$ cat src/sv/calibration_table_interpolator_unit_macros.svh
// Assertion macros for the calibration table interpolator.
// Each macro expects signals named clk and rst_n in the scope where it is used.
`ifndef CALIBRATION_TABLE_INTERPOLATOR_UNIT_MACROS_SVH
`define CALIBRATION_TABLE_INTERPOLATOR_UNIT_MACROS_SVH

// Same-cycle implication, disabled while reset is asserted.
`define CTI_ASSERT_IMPL(label, ante, cons) \
    label: assert property (@(posedge clk) disable iff (!rst_n) (ante) |-> (cons)) \
        else $error("calibration table interpolator: check failed");

// Next-cycle implication, disabled while reset is asserted.
`define CTI_ASSERT_NEXT(label, ante, cons) \
    label: assert property (@(posedge clk) disable iff (!rst_n) (ante) |=> (cons)) \
        else $error("calibration table interpolator: check failed");

`endif

$ cat src/sv/cti_pkg.sv
package cti_pkg;

    // Table geometry.
    localparam int MAX_POINTS = 16;
    localparam int NUM_TABLES = 3;
    localparam int DEPTH      = NUM_TABLES * MAX_POINTS;
    localparam int ADDR_W     = $clog2(DEPTH);
    localparam int IDX_W      = $clog2(MAX_POINTS);
    localparam int CNT_W      = $clog2(MAX_POINTS + 1);

    // Field widths.
    localparam int REQ_W      = 1;
    localparam int TSEL_W     = 2;
    localparam int PIDX_W     = 4;
    localparam int VOLT_W     = 12;
    localparam int TEMP_W     = 16;
    localparam int STATUS_W   = 3;
    localparam int CFG_W      = 5;
    localparam int CFG_IDX_W  = 2;

    // Arithmetic widths.
    localparam int DY_W       = TEMP_W + 1;
    localparam int DX_W       = VOLT_W + 1;
    localparam int PROD_W     = DY_W + DX_W;
    localparam int MAG_W      = PROD_W - 1;
    localparam int SUM_W      = PROD_W + 1;

    localparam logic signed [SUM_W-1:0] SUM_MAX = SUM_W'((2 ** (TEMP_W - 1)) - 1);
    localparam logic signed [SUM_W-1:0] SUM_MIN = -SUM_MAX - SUM_W'(1);

    // Request codes.
    localparam logic [REQ_W-1:0] REQ_LOAD    = 1'b0;
    localparam logic [REQ_W-1:0] REQ_CONVERT = 1'b1;

    // Configuration register indexes.
    localparam logic [CFG_IDX_W-1:0] CFG_WATER    = 2'd0;
    localparam logic [CFG_IDX_W-1:0] CFG_FLAME    = 2'd1;
    localparam logic [CFG_IDX_W-1:0] CFG_OVERTEMP = 2'd2;

    // Table select codes.
    localparam logic [TSEL_W-1:0] TSEL_WATER = 2'd0;
    localparam logic [TSEL_W-1:0] TSEL_FLAME = 2'd1;

    // Result status codes.
    localparam logic [STATUS_W-1:0] STAT_INTERP = 3'd0;
    localparam logic [STATUS_W-1:0] STAT_EXT_LO = 3'd1;
    localparam logic [STATUS_W-1:0] STAT_EXT_HI = 3'd2;
    localparam logic [STATUS_W-1:0] STAT_NONE   = 3'd3;
    localparam logic [STATUS_W-1:0] STAT_ZERO   = 3'd4;

    // One calibration point as stored in the table memory.
    typedef struct packed {
        logic [VOLT_W-1:0]        volt;
        logic signed [TEMP_W-1:0] temp;
    } point_t;

    // Divider request and response.
    typedef struct packed {
        logic                     start;
        logic signed [PROD_W-1:0] dividend;
        logic signed [DX_W-1:0]   divisor;
    } div_req_t;

    typedef struct packed {
        logic                     done;
        logic signed [PROD_W-1:0] quotient;
    } div_rsp_t;

endpackage

$ cat src/sv/cti_interfaces.sv
// Request channel: load a point or convert a sample.
interface cti_req_if;
    import cti_pkg::*;

    logic                     valid;
    logic                     ready;
    logic [REQ_W-1:0]         req_type;
    logic [TSEL_W-1:0]        table_select;
    logic [PIDX_W-1:0]        point_index;
    logic [VOLT_W-1:0]        point_voltage;
    logic signed [TEMP_W-1:0] point_temperature;
    logic [VOLT_W-1:0]        raw_sample;

    modport source (
        output valid, req_type, table_select, point_index,
               point_voltage, point_temperature, raw_sample,
        input  ready
    );

    modport sink (
        input  valid, req_type, table_select, point_index,
               point_voltage, point_temperature, raw_sample,
        output ready
    );
endinterface

// Result channel: one converted temperature.
interface cti_res_if;
    import cti_pkg::*;

    logic                     valid;
    logic                     ready;
    logic signed [TEMP_W-1:0] temperature;
    logic [STATUS_W-1:0]      status;
    logic                     saturated;

    modport source (
        output valid, temperature, status, saturated,
        input  ready
    );

    modport sink (
        input  valid, temperature, status, saturated,
        output ready
    );
endinterface

$ cat src/sv/cti_point_mem.sv
module cti_point_mem (
    input  logic                       clk,
    input  logic                       wr_en,
    input  logic [cti_pkg::ADDR_W-1:0] wr_addr,
    input  cti_pkg::point_t            wr_data,
    input  logic                       rd_en,
    input  logic [cti_pkg::ADDR_W-1:0] rd_addr,
    output cti_pkg::point_t            rd_data
);
    import cti_pkg::*;

    point_t mem_array [DEPTH];

    // One write port and one registered read port.
    always_ff @(posedge clk)
    begin
        if (wr_en)
        begin
            mem_array[wr_addr] <= wr_data;
        end
        if (rd_en)
        begin
            rd_data <= mem_array[rd_addr];
        end
    end

endmodule

$ cat src/sv/cti_divider.sv
module cti_divider (
    input  logic              clk,
    input  logic              rst_n,
    input  cti_pkg::div_req_t div_req,
    output cti_pkg::div_rsp_t div_rsp
);
    import cti_pkg::*;

    localparam int DVS_W  = VOLT_W;
    localparam int STEP_W = $clog2(MAG_W + 1);

    logic [DVS_W-1:0]  rem_reg, rem_next;
    logic [MAG_W-1:0]  quo_reg, quo_next;
    logic [DVS_W-1:0]  dvs_reg, dvs_next;
    logic              neg_reg, neg_next;
    logic [STEP_W-1:0] cnt_reg, cnt_next;
    logic              busy_reg, busy_next;
    logic              done_reg, done_next;

    logic [DVS_W:0]           shifted;
    logic signed [PROD_W-1:0] dividend_abs;
    logic signed [DX_W-1:0]   divisor_abs;

    // Restoring division, one quotient bit per cycle on magnitudes.
    always_comb
    begin
        rem_next  = rem_reg;
        quo_next  = quo_reg;
        dvs_next  = dvs_reg;
        neg_next  = neg_reg;
        cnt_next  = cnt_reg;
        busy_next = busy_reg;
        done_next = 1'b0;

        dividend_abs = div_req.dividend[PROD_W-1] ? -div_req.dividend : div_req.dividend;
        divisor_abs  = div_req.divisor[DX_W-1] ? -div_req.divisor : div_req.divisor;
        shifted      = {rem_reg, quo_reg[MAG_W-1]};

        if (div_req.start)
        begin
            rem_next  = '0;
            quo_next  = dividend_abs[MAG_W-1:0];
            dvs_next  = divisor_abs[DVS_W-1:0];
            neg_next  = div_req.dividend[PROD_W-1] ^ div_req.divisor[DX_W-1];
            cnt_next  = STEP_W'(MAG_W);
            busy_next = 1'b1;
        end
        else if (busy_reg)
        begin
            if (shifted >= {1'b0, dvs_reg})
            begin
                rem_next = DVS_W'(shifted - {1'b0, dvs_reg});
                quo_next = {quo_reg[MAG_W-2:0], 1'b1};
            end
            else
            begin
                rem_next = shifted[DVS_W-1:0];
                quo_next = {quo_reg[MAG_W-2:0], 1'b0};
            end
            cnt_next = cnt_reg - STEP_W'(1);
            if (cnt_reg == STEP_W'(1))
            begin
                busy_next = 1'b0;
                done_next = 1'b1;
            end
        end
    end

    // Control state.
    always_ff @(posedge clk or negedge rst_n)
    begin
        if (!rst_n)
        begin
            busy_reg <= 1'b0;
            done_reg <= 1'b0;
            cnt_reg  <= '0;
        end
        else
        begin
            busy_reg <= busy_next;
            done_reg <= done_next;
            cnt_reg  <= cnt_next;
        end
    end

    // Datapath.
    always_ff @(posedge clk)
    begin
        rem_reg <= rem_next;
        quo_reg <= quo_next;
        dvs_reg <= dvs_next;
        neg_reg <= neg_next;
    end

    // Truncation toward zero: negate the magnitude quotient when signs differ.
    assign div_rsp.done     = done_reg;
    assign div_rsp.quotient = neg_reg ? -$signed({1'b0, quo_reg}) : $signed({1'b0, quo_reg});

endmodule

$ cat src/sv/calibration_table_interpolator_unit.sv
// Convert steps, from accept to result valid: point reads and compares over the table's point count,
// one multiply, one divider start, 29 quotient bits, one hand-off and one result load; early matches
// and zero widths end sooner. Flow: a load gives no result; one convert at a time, and loads are
// taken while a finished result still waits.
// Reset: point counts return to 2, result channel empties, table contents stay undefined.
`include "calibration_table_interpolator_unit_macros.svh"

module calibration_table_interpolator_unit (
    input  logic                          clk,
    input  logic                          rst_n,
    cti_req_if.sink                       req,
    cti_res_if.source                     res,
    input  logic                          cfg_wr_en,
    input  logic [cti_pkg::CFG_IDX_W-1:0] cfg_index,
    input  logic [cti_pkg::CFG_W-1:0]     cfg_data
);
    import cti_pkg::*;

    // Sequencer states.
    localparam logic [2:0] ST_IDLE  = 3'd0;
    localparam logic [2:0] ST_READ  = 3'd1;
    localparam logic [2:0] ST_CHECK = 3'd2;
    localparam logic [2:0] ST_MUL   = 3'd3;
    localparam logic [2:0] ST_DIV   = 3'd4;
    localparam logic [2:0] ST_WAIT  = 3'd5;
    localparam logic [2:0] ST_DONE  = 3'd6;

    logic [2:0] state_reg, state_next;

    logic [CFG_W-1:0] water_points_reg;
    logic [CFG_W-1:0] flame_points_reg;
    logic [CFG_W-1:0] overtemp_points_reg;

    logic [VOLT_W-1:0]        s_reg, s_next;
    logic [ADDR_W-1:0]        base_reg, base_next;
    logic [CNT_W-1:0]         n_reg, n_next;
    logic [IDX_W-1:0]         idx_reg, idx_next;
    point_t                   p0_reg, p0_next;
    point_t                   p1_reg, p1_next;
    point_t                   prev_reg, prev_next;
    point_t                   seg_a_reg, seg_a_next;
    point_t                   seg_b_reg, seg_b_next;
    logic [STATUS_W-1:0]      stat_reg, stat_next;
    logic signed [PROD_W-1:0] prod_reg, prod_next;
    logic signed [DX_W-1:0]   dx_reg, dx_next;
    logic signed [TEMP_W-1:0] rtemp_reg, rtemp_next;
    logic [STATUS_W-1:0]      rstat_reg, rstat_next;
    logic                     rsat_reg, rsat_next;

    logic                     res_valid_reg, res_valid_next;
    logic signed [TEMP_W-1:0] res_temp_reg, res_temp_next;
    logic [STATUS_W-1:0]      res_stat_reg, res_stat_next;
    logic                     res_sat_reg, res_sat_next;

    logic              req_fire;
    logic              out_free;
    logic              mem_wr_en;
    logic [ADDR_W-1:0] mem_wr_addr;
    point_t            mem_wr_data;
    logic              mem_rd_en;
    logic [ADDR_W-1:0] mem_rd_addr;
    point_t            mem_rd_data;
    div_req_t          div_req;
    div_rsp_t          div_rsp;

    logic [CFG_W-1:0]         cnt_raw;
    logic [CNT_W-1:0]         cnt_clamped;
    logic [ADDR_W-1:0]        req_base;
    logic                     idx_last;
    point_t                   p1_eff;
    logic signed [PROD_W-1:0] dy_ext;
    logic signed [PROD_W-1:0] ds_ext;
    logic signed [SUM_W-1:0]  sum;

    assign req_fire  = req.valid && req.ready;
    assign req.ready = (state_reg == ST_IDLE);
    assign out_free  = !res_valid_reg || res.ready;

    // Point loads go straight into the table memory.
    assign mem_wr_en   = req_fire && (req.req_type == REQ_LOAD)
                         && (32'(req.table_select) < 32'(NUM_TABLES))
                         && (32'(req.point_index) < 32'(MAX_POINTS));
    assign req_base    = ADDR_W'(int'(req.table_select) * MAX_POINTS);
    assign mem_wr_addr = req_base + ADDR_W'(req.point_index);
    assign mem_wr_data = '{volt: req.point_voltage, temp: req.point_temperature};
    assign mem_rd_en   = (state_reg == ST_READ);
    assign mem_rd_addr = base_reg + ADDR_W'(idx_reg);

    cti_point_mem u_mem (
        .clk     (clk),
        .wr_en   (mem_wr_en),
        .wr_addr (mem_wr_addr),
        .wr_data (mem_wr_data),
        .rd_en   (mem_rd_en),
        .rd_addr (mem_rd_addr),
        .rd_data (mem_rd_data)
    );

    assign div_req.start    = (state_reg == ST_DIV);
    assign div_req.dividend = prod_reg;
    assign div_req.divisor  = dx_reg;

    cti_divider u_div (
        .clk     (clk),
        .rst_n   (rst_n),
        .div_req (div_req),
        .div_rsp (div_rsp)
    );

    // Point count of the selected table, held between two and the table size.
    always_comb
    begin
        case (req.table_select)
            TSEL_WATER: cnt_raw = water_points_reg;
            TSEL_FLAME: cnt_raw = flame_points_reg;
            default:    cnt_raw = overtemp_points_reg;
        endcase
        if (cnt_raw < CFG_W'(2))
        begin
            cnt_clamped = CNT_W'(2);
        end
        else if (32'(cnt_raw) > 32'(MAX_POINTS))
        begin
            cnt_clamped = CNT_W'(MAX_POINTS);
        end
        else
        begin
            cnt_clamped = CNT_W'(cnt_raw);
        end
    end

    // Segment search, multiply and result sequencing.
    always_comb
    begin
        state_next     = state_reg;
        s_next         = s_reg;
        base_next      = base_reg;
        n_next         = n_reg;
        idx_next       = idx_reg;
        p0_next        = p0_reg;
        p1_next        = p1_reg;
        prev_next      = prev_reg;
        seg_a_next     = seg_a_reg;
        seg_b_next     = seg_b_reg;
        stat_next      = stat_reg;
        prod_next      = prod_reg;
        dx_next        = dx_reg;
        rtemp_next     = rtemp_reg;
        rstat_next     = rstat_reg;
        rsat_next      = rsat_reg;
        res_valid_next = res_valid_reg && !res.ready;
        res_temp_next  = res_temp_reg;
        res_stat_next  = res_stat_reg;
        res_sat_next   = res_sat_reg;

        idx_last = (CNT_W'(idx_reg) == n_reg - CNT_W'(1));
        p1_eff   = (idx_reg == IDX_W'(1)) ? mem_rd_data : p1_reg;
        dy_ext   = PROD_W'(seg_b_reg.temp) - PROD_W'(seg_a_reg.temp);
        ds_ext   = $signed(PROD_W'(s_reg)) - $signed(PROD_W'(seg_a_reg.volt));
        sum      = SUM_W'(seg_a_reg.temp) + SUM_W'(div_rsp.quotient);

        case (state_reg)
            ST_IDLE:
            begin
                if (req_fire && (req.req_type == REQ_CONVERT))
                begin
                    if (32'(req.table_select) < 32'(NUM_TABLES))
                    begin
                        s_next     = req.raw_sample;
                        base_next  = req_base;
                        n_next     = cnt_clamped;
                        idx_next   = '0;
                        state_next = ST_READ;
                    end
                    else
                    begin
                        rtemp_next = '0;
                        rstat_next = STAT_NONE;
                        rsat_next  = 1'b0;
                        state_next = ST_DONE;
                    end
                end
            end

            ST_READ:
            begin
                state_next = ST_CHECK;
            end

            ST_CHECK:
            begin
                if (idx_reg == '0)
                begin
                    p0_next    = mem_rd_data;
                    prev_next  = mem_rd_data;
                    idx_next   = IDX_W'(1);
                    state_next = ST_READ;
                end
                else
                begin
                    if (idx_reg == IDX_W'(1))
                    begin
                        p1_next = mem_rd_data;
                    end
                    if ((s_reg >= prev_reg.volt) && (s_reg <= mem_rd_data.volt))
                    begin
                        seg_a_next = prev_reg;
                        seg_b_next = mem_rd_data;
                        stat_next  = STAT_INTERP;
                        state_next = ST_MUL;
                    end
                    else if (idx_last)
                    begin
                        if (s_reg < p0_reg.volt)
                        begin
                            seg_a_next = p0_reg;
                            seg_b_next = p1_eff;
                            stat_next  = STAT_EXT_LO;
                            state_next = ST_MUL;
                        end
                        else if (s_reg > mem_rd_data.volt)
                        begin
                            seg_a_next = prev_reg;
                            seg_b_next = mem_rd_data;
                            stat_next  = STAT_EXT_HI;
                            state_next = ST_MUL;
                        end
                        else
                        begin
                            rtemp_next = '0;
                            rstat_next = STAT_NONE;
                            rsat_next  = 1'b0;
                            state_next = ST_DONE;
                        end
                    end
                    else
                    begin
                        prev_next  = mem_rd_data;
                        idx_next   = idx_reg + IDX_W'(1);
                        state_next = ST_READ;
                    end
                end
            end

            ST_MUL:
            begin
                if (seg_a_reg.volt == seg_b_reg.volt)
                begin
                    rtemp_next = seg_a_reg.temp;
                    rstat_next = STAT_ZERO;
                    rsat_next  = 1'b0;
                    state_next = ST_DONE;
                end
                else
                begin
                    prod_next  = dy_ext * ds_ext;
                    dx_next    = $signed({1'b0, seg_b_reg.volt})
                                 - $signed({1'b0, seg_a_reg.volt});
                    state_next = ST_DIV;
                end
            end

            ST_DIV:
            begin
                state_next = ST_WAIT;
            end

            ST_WAIT:
            begin
                if (div_rsp.done)
                begin
                    rstat_next = stat_reg;
                    if (sum > SUM_MAX)
                    begin
                        rtemp_next = TEMP_W'(SUM_MAX);
                        rsat_next  = 1'b1;
                    end
                    else if (sum < SUM_MIN)
                    begin
                        rtemp_next = TEMP_W'(SUM_MIN);
                        rsat_next  = 1'b1;
                    end
                    else
                    begin
                        rtemp_next = sum[TEMP_W-1:0];
                        rsat_next  = 1'b0;
                    end
                    state_next = ST_DONE;
                end
            end

            ST_DONE:
            begin
                if (out_free)
                begin
                    res_valid_next = 1'b1;
                    res_temp_next  = rtemp_reg;
                    res_stat_next  = rstat_reg;
                    res_sat_next   = rsat_reg;
                    state_next     = ST_IDLE;
                end
            end

            default:
            begin
                state_next = ST_IDLE;
            end
        endcase
    end

    // Control state and configuration registers.
    always_ff @(posedge clk or negedge rst_n)
    begin
        if (!rst_n)
        begin
            state_reg           <= ST_IDLE;
            res_valid_reg       <= 1'b0;
            idx_reg             <= '0;
            n_reg               <= CNT_W'(2);
            water_points_reg    <= CFG_W'(2);
            flame_points_reg    <= CFG_W'(2);
            overtemp_points_reg <= CFG_W'(2);
        end
        else
        begin
            state_reg     <= state_next;
            res_valid_reg <= res_valid_next;
            idx_reg       <= idx_next;
            n_reg         <= n_next;
            if (cfg_wr_en)
            begin
                case (cfg_index)
                    CFG_WATER:    water_points_reg    <= cfg_data;
                    CFG_FLAME:    flame_points_reg    <= cfg_data;
                    CFG_OVERTEMP: overtemp_points_reg <= cfg_data;
                    default:      ;
                endcase
            end
        end
    end

    // Datapath registers.
    always_ff @(posedge clk)
    begin
        s_reg        <= s_next;
        base_reg     <= base_next;
        p0_reg       <= p0_next;
        p1_reg       <= p1_next;
        prev_reg     <= prev_next;
        seg_a_reg    <= seg_a_next;
        seg_b_reg    <= seg_b_next;
        stat_reg     <= stat_next;
        prod_reg     <= prod_next;
        dx_reg       <= dx_next;
        rtemp_reg    <= rtemp_next;
        rstat_reg    <= rstat_next;
        rsat_reg     <= rsat_next;
        res_temp_reg <= res_temp_next;
        res_stat_reg <= res_stat_next;
        res_sat_reg  <= res_sat_next;
    end

    assign res.valid       = res_valid_reg;
    assign res.temperature = res_temp_reg;
    assign res.status      = res_stat_reg;
    assign res.saturated   = res_sat_reg;

    // The divider only finishes while the sequencer waits for it.
    `CTI_ASSERT_IMPL(a_div_done_in_wait, div_rsp.done, state_reg == ST_WAIT)
    // An accepted convert transaction always starts work.
    `CTI_ASSERT_NEXT(a_convert_leaves_idle, req_fire && (req.req_type == REQ_CONVERT), !req.ready)
    // A new result appears only out of the result state.
    `CTI_ASSERT_IMPL(a_result_from_done, $rose(res_valid_reg), $past(state_reg) == ST_DONE)
    // The search never reads past the last point in use.
    `CTI_ASSERT_IMPL(a_idx_in_range, state_reg == ST_CHECK, CNT_W'(idx_reg) < n_reg)

endmodule

$ cat src/flat_wrapper.sv
// flat-port wrapper written by rule: the top's interface ports become plain ports
module calibration_table_interpolator_unit_flat import cti_pkg::*;
  (clk, rst_n, cfg_wr_en, cfg_index, cfg_data, req_valid, req_req_type, req_table_select, req_point_index, req_point_voltage, req_point_temperature, req_raw_sample, req_ready, res_valid, res_temperature, res_status, res_saturated, res_ready);
  cti_req_if req_i ();
  cti_res_if res_i ();
  input  logic clk;
  input  logic rst_n;
  input  logic cfg_wr_en;
  input  logic [cti_pkg::CFG_IDX_W-1:0] cfg_index;
  input  logic [cti_pkg::CFG_W-1:0] cfg_data;
  input wire logic [$bits(req_i.valid)-1:0] req_valid;
  input wire logic [$bits(req_i.req_type)-1:0] req_req_type;
  input wire logic [$bits(req_i.table_select)-1:0] req_table_select;
  input wire logic [$bits(req_i.point_index)-1:0] req_point_index;
  input wire logic [$bits(req_i.point_voltage)-1:0] req_point_voltage;
  input wire logic [$bits(req_i.point_temperature)-1:0] req_point_temperature;
  input wire logic [$bits(req_i.raw_sample)-1:0] req_raw_sample;
  output wire logic [$bits(req_i.ready)-1:0] req_ready;
  output wire logic [$bits(res_i.valid)-1:0] res_valid;
  output wire logic [$bits(res_i.temperature)-1:0] res_temperature;
  output wire logic [$bits(res_i.status)-1:0] res_status;
  output wire logic [$bits(res_i.saturated)-1:0] res_saturated;
  input wire logic [$bits(res_i.ready)-1:0] res_ready;
  assign req_i.valid = req_valid;
  assign req_i.req_type = req_req_type;
  assign req_i.table_select = req_table_select;
  assign req_i.point_index = req_point_index;
  assign req_i.point_voltage = req_point_voltage;
  assign req_i.point_temperature = req_point_temperature;
  assign req_i.raw_sample = req_raw_sample;
  assign req_ready = req_i.ready;
  assign res_valid = res_i.valid;
  assign res_temperature = res_i.temperature;
  assign res_status = res_i.status;
  assign res_saturated = res_i.saturated;
  assign res_i.ready = res_ready;
  calibration_table_interpolator_unit u_core (.clk(clk), .rst_n(rst_n), .req(req_i), .res(res_i), .cfg_wr_en(cfg_wr_en), .cfg_index(cfg_index), .cfg_data(cfg_data));
endmodule
$ cat config.mk
export PLATFORM = sky130hd
export DESIGN_NAME = calibration_table_interpolator_unit_flat
export DESIGN_NICKNAME = d
export VERILOG_FILES = /design/src/sv/cti_pkg.sv /design/src/sv/cti_interfaces.sv /design/src/sv/cti_point_mem.sv /design/src/sv/cti_divider.sv /design/src/sv/calibration_table_interpolator_unit.sv /design/src/flat_wrapper.sv
export VERILOG_INCLUDE_DIRS = /design/src /design/src/sv
export SDC_FILE = /design/constraint.sdc
export NUM_CORES = 2
export LEC_CHECK = 0
export BUFFER_PORTS_ARGS = -buffer_cell sky130_fd_sc_hd__buf_2
export CORE_MARGIN = 1
export CORE_UTILIZATION = 35
export DETAILED_ROUTE_END_ITERATION = 6
export GPL_ROUTABILITY_DRIVEN = 0
export PLACE_DENSITY_LB_ADDON = 0.05
export SYNTH_ARGS = -nofsm -noshare
export SYNTH_HDL_FRONTEND = slang
export SYNTH_SLANG_ARGS = --single-unit
$ cat constraint.sdc
create_clock -name clk -period 23.4 [get_ports clk]
set_clock_uncertainty 0.05 [all_clocks]
set_input_delay 1.17 -clock clk [delete_from_list [all_inputs] [get_ports clk]]
set_output_delay 1.17 -clock clk [all_outputs]
set_load 0.02 [all_outputs]
### Word level (Yosys, flattened, before mapping)

Memory sizes are Yosys's and may differ from the RTL's. A register that Yosys moved wholly into a read port is not among the register bits.
Index checks and enable logic that the tools add are counted.

* register bits after elaboration: 329
* RAM bits: 1344
* input bits: 59
* output and inout port bits: 22
* word-level logic and storage cells: 211
* memories kept: 1

Memory list
* u_core.u_mem.mem_array: depth 48, width 28, rd ports 1, clocked after memory_dff 1, wr ports 1, RTL line cti_point_mem.sv:12 `point_t mem_array [DEPTH];`

* add/subtract/negate cells: 13
* multipliers: 1
* order comparisons: 10
* equal/unequal tests: 28
* multiplexer cells: 88
* bitwise logic cells: 4
* reductions and logical operators: 31

Operators with widths (number)
* 2-to-1 mux 28 bit: 12
* 2-to-1 mux 16 bit: 11
* 2-to-1 mux 29 bit: 3
* one-hot mux 16 bit (4 select lines): 1
* 2-to-1 mux 3 bit: 21
* adder 16 x 30 -> 31 bit: 1
* greater-than comparator 31 x 16 -> 1 bit, second input constant: 1
* < comparator 31 x 16 -> 1 bit, second input constant: 1
* multiplier 30 x 30 -> 30 bit: 1
* 2-to-1 mux 30 bit: 1
* negation 29 -> 30 bit: 1
* negation 29 bit: 1
* subtractor 12 x 12 -> 13 bit: 2
* 2-to-1 mux 12 bit: 2
* 2-to-1 mux 1 bit: 22
* one-hot mux 3 bit (7 select lines): 1
* 2-to-1 mux 4 bit: 5
* 2-to-1 mux 5 bit: 4
* inequality test 2 bit, second input constant: 9
* subtractor 16 x 16 -> 17 bit: 1
* AND reduction 2 bit: 7
* >= comparator 13 x 12 -> 1 bit: 1
* adder 6 x 4 -> 6 bit: 2
* == test 12 bit: 1
* other kinds (42): 63

### Logic depth before layout (Yosys ltp)

* depth in word-level cells: 8
* mapped depth: 37
* depth with buffers taken out: 36

### Hierarchy

Synthesis repeated with hierarchy kept, for this count alone.

* cell total of the unflattened synthesis: 5067
* area total of the unflattened synthesis: 79640.1 um^2

Modules (own cells, without submodules)
* cti_point_mem: times used 1, cells each 2555, area each 53062.1 um^2, sequential area each 41199.5 um^2
* calibration_table_interpolator_unit: times used 1, cells each 2018, area each 22017.4 um^2, sequential area each 7882.6 um^2
* cti_divider: times used 1, cells each 494, area each 4560.6 um^2, sequential area each 1676.6 um^2

### Worst setup path before layout

Ideal clock, no wire load.

* kind: register -> register
* from: register u_core.s_reg[0]
* to: register u_core.prod_reg[29], data pin
* setup time: 0.260 ns
* arrival: 8.085 ns
* data required time: 23.090 ns
* setup slack: 15.005 ns
* cell stages (with the launch flop): 37
* buffers on the path: 1
* clock period less this slack: 8.395 ns
* cell sequence: edfxtp_1 -> inv_1 -> ha_1 -> fa_1 -> nor2b_1 -> o21ai_0 -> a21boi_1 -> o21ai_0 -> nand2b_1 -> a21o_1 -> a21o_1 -> a21o_1 -> a21o_1 -> a31o_2 -> clkbuf_1 -> or2_2 -> fa_1 -> fa_1 -> inv_1 -> fa_1 -> fa_1 -> fa_1 -> inv_1 -> fa_1 -> inv_1 -> ha_1 -> nor4_1 -> o211ai_1 -> a41oi_1 -> o21ai_0 -> a41o_1 -> o211a_1 -> o21a_1 -> o21ai_0 -> nand2b_1 -> a21oi_1 -> xnor2_1

* longest elaborated chain between the ends: 2

RTL lines
* from (decl): RTL line calibration_table_interpolator_unit.sv:34 `logic [VOLT_W-1:0] s_reg, s_next;`
* from (signal assigned): RTL line calibration_table_interpolator_unit.sv:345 `s_reg <= s_next;`
* subtractor 12 x 12 -> 13 bit: RTL line calibration_table_interpolator_unit.sv:159 `ds_ext = $signed(PROD_W'(s_reg)) - $signed(PROD_W'(seg_a_reg.volt));`
* multiplier 30 x 30 -> 30 bit: RTL line calibration_table_interpolator_unit.sv:256 `prod_next = dy_ext * ds_ext;`
* to (signal assigned): RTL line calibration_table_interpolator_unit.sv:353 `prod_reg <= prod_next;`
* to (decl): RTL line calibration_table_interpolator_unit.sv:44 `logic signed [PROD_W-1:0] prod_reg, prod_next;`

No other way between the ends.
A chain may end at the register's enable or synchronous reset.

### Final worst setup path

Ends and elaborated chain as after synthesis.

==> impl_metrics.toml <==
[run]
drv_cap = 0

[logic_synthesis]
synth_edf_count = 1653
ys_seq_area_frac = 0.648
synth-async-reset-ratio = 0.0206
yosysWarnings = 0
synth_top_area_frac = 0.634
synthFlopType = "edfxtp_1"
syn_nets = 5033
synthSimpleGateAreaFrac = 0.0453
synthXorXnorAreaFrac = 0.0191
yosys-top-cells-area = "edfxtp_1 63%, mux4_2 12%, fa_1 5.4%"
synth_compound_area_frac = 0.0383
muxShareOfSynthArea = 0.138
synthAdderAreaFrac = 0.0862
syn_inst = 4562
yosysTopAreaCell = "edfxtp_1"
syn-cell-area_um2 = 78300
avgSynthCellArea_um2 = 17.2
ys_ff_latch = 1700
synth_top_family_by_area = "multiplexers"
synth.distinct_cells = 91

[worst_hold_path]
hp-class = "reg -> reg"

[setup_path]
crit_family = "adder cells"
slowest_delay_ns = 0.83
arrival_ns = 10.08
start_kind = "register"
cpMaxStageDelayCell = "xnor2_2"
critPathBufInv = 4
required_ns = 23.86
path_common_cell = "fa_1"
critPathCaptureType = "register"
worstSetupPathType = "reg -> reg"
crit_fanout = 18

[drt]
drtAntennaViolNets = 0
drt-pass1-iter-count = 5
post-route-drc-count = 0
avgViaCountPerCell = 5.07
wl_per_cell_um = 25.4
vias = 40000
first_iter_violations = 2591
wl_um = 201000

[pwr]
power.net_switching_mw = 5.42
power_density_nw_per_um2 = 160
combinationalPowerShare = 0.518
swShare = 0.382
p_int_mw = 8.77
ir_drop_mv = 0.254
leakagePower_nw = 30.4
power_frac_seq = 0.284
p_total_mw = 14.2
power.share.clock = 0.198

[finish]
nets = 5235
syn_to_final_growth_pct = 13.5
register_area_um2 = 50800
largest_reg_flops = 1344
multiInputGateArea_um2 = 26000
n_fill_cell = 20300
mostFrequentLayoutCells = "1,653 x edfxtp_1, 420 x mux4_2, 330 x inv_1"
drive_above_1_share = 0.212
final_common_cell = "edfxtp_1"

[sta]
rsz0062_at_grt = "false"
min_period_ns = 9.62
fin_crit_sh = 0.411
hold_viol = 0
fin_tns_setup_ns = 0
max_freq_mhz = 104
tightestPinTransition_ns = 1.07
finalSetupViolCount = 0
maxSlewHeadroom = 0.284
slew_violations = 0

[cts]
cts_hold_buf = 0
cts_resized = 0
tritoncts = "built"
clock_latency_ns = 0.83
post-cts-setup-buffers = 0
cts_made_buffers = 187
clkTransAtPathRegs_ns = 0.06
clkSinkCount = 1700
htree_levels = 4
clockRootBuffer = "clkbuf_16"
max-clock-path-buffers = 3

[die]
num_rows = 173
io_pins = 81
dieArea_um2 = 226000
die_w_um = 475
core_area_um2 = 222000
die_h_um = 475
start_util = 0.352

[global_routing]
use_met2 = 0.317
grt-ovfl-total = 0
grt_use_total = 0.181
grt_max_degree = 68
grt_use_met1 = 0.234
grt_pass1_wl_um = 296000
antenna_found_initial = 18
grtUsageMet3 = 0.0265
grt_pass1_vias = 43300
grt-busiest-layer = "met2"

[place]
place.detailed.hpwl_um = 126000
io_buffers = 80

[outcome]
outcome = "finished clean"
[worst register-to-register path, delay by kind of cell, from the launching register on]
family | cells | cell delay [ns]
xor+xnor | 2 | 0.92
flops | 1 | 0.37
simple gates | 5 | 0.69
compound gates | 15 | 3.25
buf+inv | 4 | 0.27
fa+ha+maj | 9 | 3.75
[kinds of logic after synthesis]
family,count (synthesis)
AOI/OAI and AO/OA,467
DFF,1700
and+or+nand+nor,764
adders and majority gates,412
buffers and inverters,506
xor gates and xnor gates,171
muxes,542
[power groups by stage]
stage	Clock (mW)	Sequential, mW	Combinational [mW]
6_report	2.81	4.03	7.36
5_1_grt	3.00	4.05	8.43
4_1_cts	2.89	4.03	7.53
3_5_place_dp	0	4.10	7.46
3_3_place_gp	0	4.09	7.51
2_1_floorplan	0	4.03	5.75
[final timing paths]
| check | end | start | slack, ns | depth (start not counted) |
|---|---|---|---|---|
| max reg2reg | u_core.prod_reg[29] | u_core.s_reg[0] | 13.78 | 35 |
| max | u_core.prod_reg[29] | u_core.s_reg[0] | 13.78 | 35 |
| max in group asynchronous | u_core.idx_reg[0] | rst_n | 22.29 | 1 |
| min in group asynchronous | u_core.u_div.cnt_reg[0] | rst_n | 0.39 | 1 |
| min | u_core.res.temperature[4] | u_core.rtemp_reg[4] | 0.37 | 0 |
| min reg2reg | u_core.res.temperature[4] | u_core.rtemp_reg[4] | 0.37 | 0 |
[synthesized netlist by cell type (5+ instances only)]
cell type  number
edfxtp_1     1653
mux4_2        420
inv_1         330
nand2_1       268
nor2_1        232
fa_1          212
ha_1          200
o21ai_0       162
clkbuf_1      121
xnor2_1       113
a21oi_1        96
mux2_2         79
xor2_1         58
a21o_1         47
nand2b_1       47
buf_1          43
mux2i_1        43
dfrtp_1        31
nor3_1         29
nor2b_1        26
o31ai_1        24
nand3_1        23
nand4_1        22
or3_1          22
o21a_1         19
and2_1         16
or2_2          16
dfxtp_1        12
and3_1         10
a221o_1         9
a31oi_1         9
or4_1           9
a211oi_1        8
nand3b_1        8
o211ai_1        8
a211o_1         7
a21boi_0        7
a31o_2          7
nor4_1          7
a2111oi_0       6
o21bai_1        6
o41ai_1         6
buf_6           5
[through the flow]
stage	cells	area, um^2	utilization	setup slack, ns	hold WS [ns]
after floorplan	4562	78300	-	15.01	0.350
after global placement	7550	83000	0.373	13.88	0.350
after detailed placement	7550	83000	0.373	13.82	0.355
after CTS	7895	88800	0.400	13.71	0.362
after global routing	7897	88800	0.400	12.83	0.373
final	7900	88800	0.400	13.78	0.369
[cell type report]
type                    instances  share of cell area
multi-input cells            2356               0.293
well taps                    2975              0.0419
repair buffers                188              0.0138
clock inverters                97             0.00973
inverters                     331              0.0141
flip-flops and latches       1700               0.572
diodes                          5            0.000141
clock buffers                 248              0.0560
[routing by layer]
metal  up-vias  wire (um)
met5         -         34
met4         6       4180
met3       258       7440
met2       689     102000
met1     21100      86900
li1      18000          -
(Power assumes the default switching activity.)
